File: config.mk
export PLATFORM = sky130hd
export DESIGN_NAME = prue_front
export DESIGN_NICKNAME = d
export VERILOG_FILES = /design/src/hdl/prue_pkg.sv /design/src/hdl/prue_front.sv
export SDC_FILE = /design/constraint.sdc
export NUM_CORES = 1
export LEC_CHECK = 0
export BUFFER_PORTS_ARGS = -buffer_cell sky130_fd_sc_hd__clkbuf_2
export CAP_MARGIN = 30
export CORE_AREA = 2 2 254 256
export DETAILED_ROUTE_END_ITERATION = 8
export DIE_AREA = 0 0 256 258
export GPL_TIMING_DRIVEN = 0
export PLACE_DENSITY = 0.71
export SETUP_SLACK_MARGIN = 0.4
export SYNTH_ARGS = -nofsm -noshare
export SYNTH_HDL_FRONTEND = slang
export SYNTH_SLANG_ARGS = --single-unit
File: constraint.sdc
create_clock -name clk_i -period 19.1 [get_ports clk_i]
set_input_delay 3.82 -clock clk_i [delete_from_list [all_inputs] [get_ports clk_i]]
set_output_delay 3.82 -clock clk_i [all_outputs]
set_load 0.03 [all_outputs]
File: src/hdl/prue_pkg.sv
// Package for the particle ring update engine.
// Holds the item types, slot constants and opcodes shared by all modules but prue_ram.
// No dependencies.
package prue_pkg;

  localparam int NumParticles = 64;
  localparam int SlotW        = $clog2(NumParticles);
  localparam int FactOne      = 65536;

  typedef enum logic [0:0] {
    OP_INSERT = 1'b0,
    OP_TICK   = 1'b1
  } op_e;

  typedef struct packed {
    logic               req_type;
    logic [31:0]        now_ms;
    logic signed [31:0] pos_x;
    logic signed [31:0] pos_y;
    logic signed [31:0] pos_z;
    logic signed [31:0] vel_x;
    logic signed [31:0] vel_y;
    logic signed [31:0] vel_z;
    logic [31:0]        begin_color;
    logic [31:0]        final_color;
    logic [31:0]        life_ms;
  } in_item_t;

  typedef struct packed {
    logic [5:0]         slot_index;
    logic               alive;
    logic signed [31:0] out_x;
    logic signed [31:0] out_y;
    logic signed [31:0] out_z;
    logic [31:0]        blend_color;
    logic [5:0]         next_slot;
    logic               last;
  } out_item_t;

  typedef struct packed {
    op_e      op;
    in_item_t item;
  } cmd_t;

  // One stored particle, everything but its current color.
  typedef struct packed {
    logic [31:0] x;
    logic [31:0] y;
    logic [31:0] z;
    logic [31:0] vx;
    logic [31:0] vy;
    logic [31:0] vz;
    logic [31:0] birth;
    logic [31:0] life;
    logic [31:0] scol;
    logic [31:0] ecol;
  } prec_t;

  localparam int PrecW = $bits(prec_t);

endpackage

File: src/hdl/prue_front.sv
// Front end: accepts input items, decodes the request type and queues commands.
// Depends on prue_pkg.
module prue_front import prue_pkg::*; (
  input  logic     clk_i,
  input  logic     rst_ni,
  input  logic     in_valid_i,
  output logic     in_ready_o,
  input  in_item_t in_item_i,
  output logic     cmd_valid_o,
  input  logic     cmd_ready_i,
  output cmd_t     cmd_o
);

  cmd_t       fifo_q [2];
  logic       wptr_q, wptr_d, rptr_q, rptr_d;
  logic [1:0] cnt_q, cnt_d;
  logic       push, pop;
  cmd_t       cmd_in;

  assign in_ready_o  = (cnt_q != 2'd2);
  assign cmd_valid_o = (cnt_q != 2'd0);
  assign push        = in_valid_i && in_ready_o;
  assign pop         = cmd_valid_o && cmd_ready_i;
  assign cmd_o       = fifo_q[rptr_q];

  always_comb begin
    cmd_in.item = in_item_i;
    cmd_in.op   = in_item_i.req_type ? OP_TICK : OP_INSERT;
    wptr_d      = push ? ~wptr_q : wptr_q;
    rptr_d      = pop ? ~rptr_q : rptr_q;
    cnt_d       = cnt_q + {1'b0, push} - {1'b0, pop};
  end

  always_ff @(posedge clk_i) begin
    if (push) begin
      fifo_q[wptr_q] <= cmd_in;
    end
  end

  always_ff @(posedge clk_i or negedge rst_ni) begin
    if (!rst_ni) begin
      wptr_q <= 1'b0;
      rptr_q <= 1'b0;
      cnt_q  <= 2'd0;
    end else begin
      wptr_q <= wptr_d;
      rptr_q <= rptr_d;
      cnt_q  <= cnt_d;
    end
  end

endmodule

==> flow_metrics.env <==
export IMPL_min_period_over_period_pct=32.0
export IMPL_clockBufferDepth=3
export IMPL_dpl_hpwl_microns=39300
export IMPL_synth_cells=1017
export IMPL_worstMarginPinSlew_ns=0.764
export IMPL_wire_per_inst_microns=20.3
export IMPL_core_area_sq_um=63600
export IMPL_pre_cts_ws_ns=13.06
export IMPL_fin_crit_ns=6.12
export IMPL_synth_top_cells_by_count="edfxtp_1, mux2_2, mux2_4"
export IMPL_crit_top_cell="buf_6"
export IMPL_stdcell_area_sq_um=30400
export IMPL_die_y_microns=258
export IMPL_synthFlopType="edfxtp_1"
export IMPL_die_area_sq_um=66000
export IMPL_vias=12300
export IMPL_fin_nets=2078
export IMPL_cp_arrival_ns=2.30
export IMPL_cp_required_ns=15.28
export IMPL_synth_top_cell_area_share_pct=81.6
export IMPL_grt_usage_pct=15.8
export IMPL_grt_pass1_vias=13100
export IMPL_post_cts_resized=0
export IMPL_synthTopCellsByArea="edfxtp_1, mux2_2, mux2_4"
export IMPL_drc=0
export IMPL_ys_types=18
export IMPL_cts_tree="done"
export IMPL_drtIter0Drc=661
export IMPL_gr_total_overflow=0
export IMPL_postPlaceCellArea_sq_um=28300
export IMPL_syn_nets=1344
export IMPL_setup_slack_ns=12.98
export IMPL_crit_path_end_kind="output port"
export IMPL_cts_root_buf="clkbuf_16"
export IMPL_leakage_nw=11.6
export IMPL_postCtsHoldBufs=0
export IMPL_diodes=0
export IMPL_path_class="flip-flop to output port"
export IMPL_antenna_found_initial=7
export IMPL_synth_most_common_cell="edfxtp_1"
export IMPL_drtPass1Iterations=5
export IMPL_portBuffers=648
export IMPL_via_per_inst=4.62
export IMPL_path_cells="buf_2 > buf_6 > buf_6 > mux2_2 > clkbuf_2"
export IMPL_die_x_microns=256
export IMPL_clkSinkCount=646
export IMPL_area_delta_synth_final_pct=28.9
export IMPL_ios=649
export IMPL_crit_path_start_kind="flip-flop"
export IMPL_yosys_area_top_type="edfxtp_1"
export IMPL_status="completed"
export IMPL_gp_congestion=0.876
export IMPL_crit_path_max_incr_delay_ns=0.44
export IMPL_ys_ff_latch=646
export IMPL_async_flop_share_pct=0.619
export IMPL_final_util_pct=47.8
export IMPL_clock_latency_ns=0.60
export IMPL_antenna_left=0
export IMPL_rsz0062_at_grt="false"
export IMPL_cts_buffers=68
export IMPL_synth_edf_count=642
export IMPL_syn_area_sq_um=23600
export IMPL_finalSetupViolations=0
export IMPL_ys_seq_area_share_pct=82.0
export IMPL_maxSlewViolCount=0
export IMPL_p_per_area_nw_per_um2=172
export IMPL_cts_clk_slew_worst_paths_ns=0.06
export IMPL_finClkSkew_ns=0.0119
export IMPL_grt_max_degree=68
export IMPL_cts_htree_levels=3
export IMPL_hp_class="flip-flop to flip-flop"
export IMPL_crit_slowest_cell="mux2_2"
export IMPL_start_util_pct=37.1
export IMPL_slew_headroom_pct=49.0
export IMPL_worst_hold_slack_ns=0.526
export IMPL_clock_fmax_ghz=0.164
export IMPL_finalHoldViolCount=0
export IMPL_peakVddDrop_mv=0.103
export IMPL_drive_above_1_share_pct=61.9
export IMPL_cap_violations=0
export IMPL_wl_microns=53800
export IMPL_avgSynthCellArea_sq_um=23.2
export IMPL_synth_warnings=0
export IMPL_num_rows=93
export IMPL_grt_pass1_wl_microns=78700
export IMPL_post_cts_buffers=0
export IMPL_crit_fanout=10
## report_power, final
group / internal, mW / switching (mW) / total, mW / leakage, nW
combinational: 0.684 / 1.30 / 1.98 / 4.54
sequential: 1.93 / 0.0636 / 2.00 / 6.01
clock: 0.724 / 0.535 / 1.26 / 1.05
total: 3.34 / 1.90 / 5.24 / 11.6
## layer usage
metal  vias up  global-route usage (%)  wire length, microns
met1      6091                    17.2                 19300
met2       469                    27.8                 28000
li1       5556                       -                     -
met4        10                    7.63                  2180
met5         -                       0                    59
met3       137                    5.24                  4270
## per-stage QoR
stage          setup TNS [ns]  instances  total power, mW
2_1_floorplan               0       1017             3.55
3_3_place_gp         -2003.13       2520             4.20
3_5_place_dp                0       2536             4.03
4_1_cts                     0       2654             5.31
5_1_grt                     0       2654             5.46
6_report                    0       2654             5.24
## kinds of logic (layout without fill, tap and decap cells)
family	count (synthesis)	in the layout	share of synthesized area, %
simple gates	6	6	0.138
fa+ha+maj	2	2	0.106
xor+xnor	4	4	0.148
buf+inv	38	820	1.63
mux	321	321	15.9
flops	646	646	82.0
## sequential cells by signal, summed over array words and instances (netlist names)
name / flops
wptr_q: 1
cnt_q: 2
rptr_q: 1
fifo_q: 642
## final timing paths
check / startpoint / end / slack (ns) / cells after the start
worst min-delay path: cnt_q[1] / cnt_q[1] / 0.53 / 1
worst min register to register: cnt_q[1] / cnt_q[1] / 0.53 / 1
worst max register to register: cnt_q[0] / fifo_q[1][304] / 16.42 / 5
max in group asynchronous: rst_ni / rptr_q / 15.94 / 1
min in group asynchronous: rst_ni / cnt_q[0] / 3.03 / 1
worst max-delay path: rptr_q / cmd_o[248] / 12.98 / 5
## cells in the final DEF (no fill, tap or decap)
master,instances
xor2_1,1
clkbuf_1,11
buf_16,6
clkinv_4,2
inv_1,1
clkinv_1,10
clkbuf_2,648
dfrtp_1,4
or2_2,1
clkinvlp_4,1
clkbuf_16,69
mux2_1,8
nand2_1,1
and2_1,1
mux2_4,40
nor2_4,1
inv_6,2
ha_1,2
buf_6,31
clkinv_8,2
nand2b_1,1
edfxtp_1,642
mux2_2,273
and3_4,1
buf_4,1
inv_16,3
buf_12,10
bufinv_16,4
clkinv_2,14
buf_2,5
xnor2_1,3
## worst max-delay path: cells and delay by family (launching register included)
family / cells / cell delay, ns
buf+inv: 4 / 0.95
flops: 1 / 0.31
mux: 1 / 0.44
## layout make-up
class,count,area [sq um]
Fill cell,5366,33200
Sequential cell,646,19400
Multi-Input combinational cell,333,3870
Timing Repair Buffer,664,3610
Clock buffer,80,1770
Tap cell,855,1070
Buffer,37,382
Clock inverter,38,363
Inverter,1,3.75
Note: power is estimated with default switching activity, not from simulation.
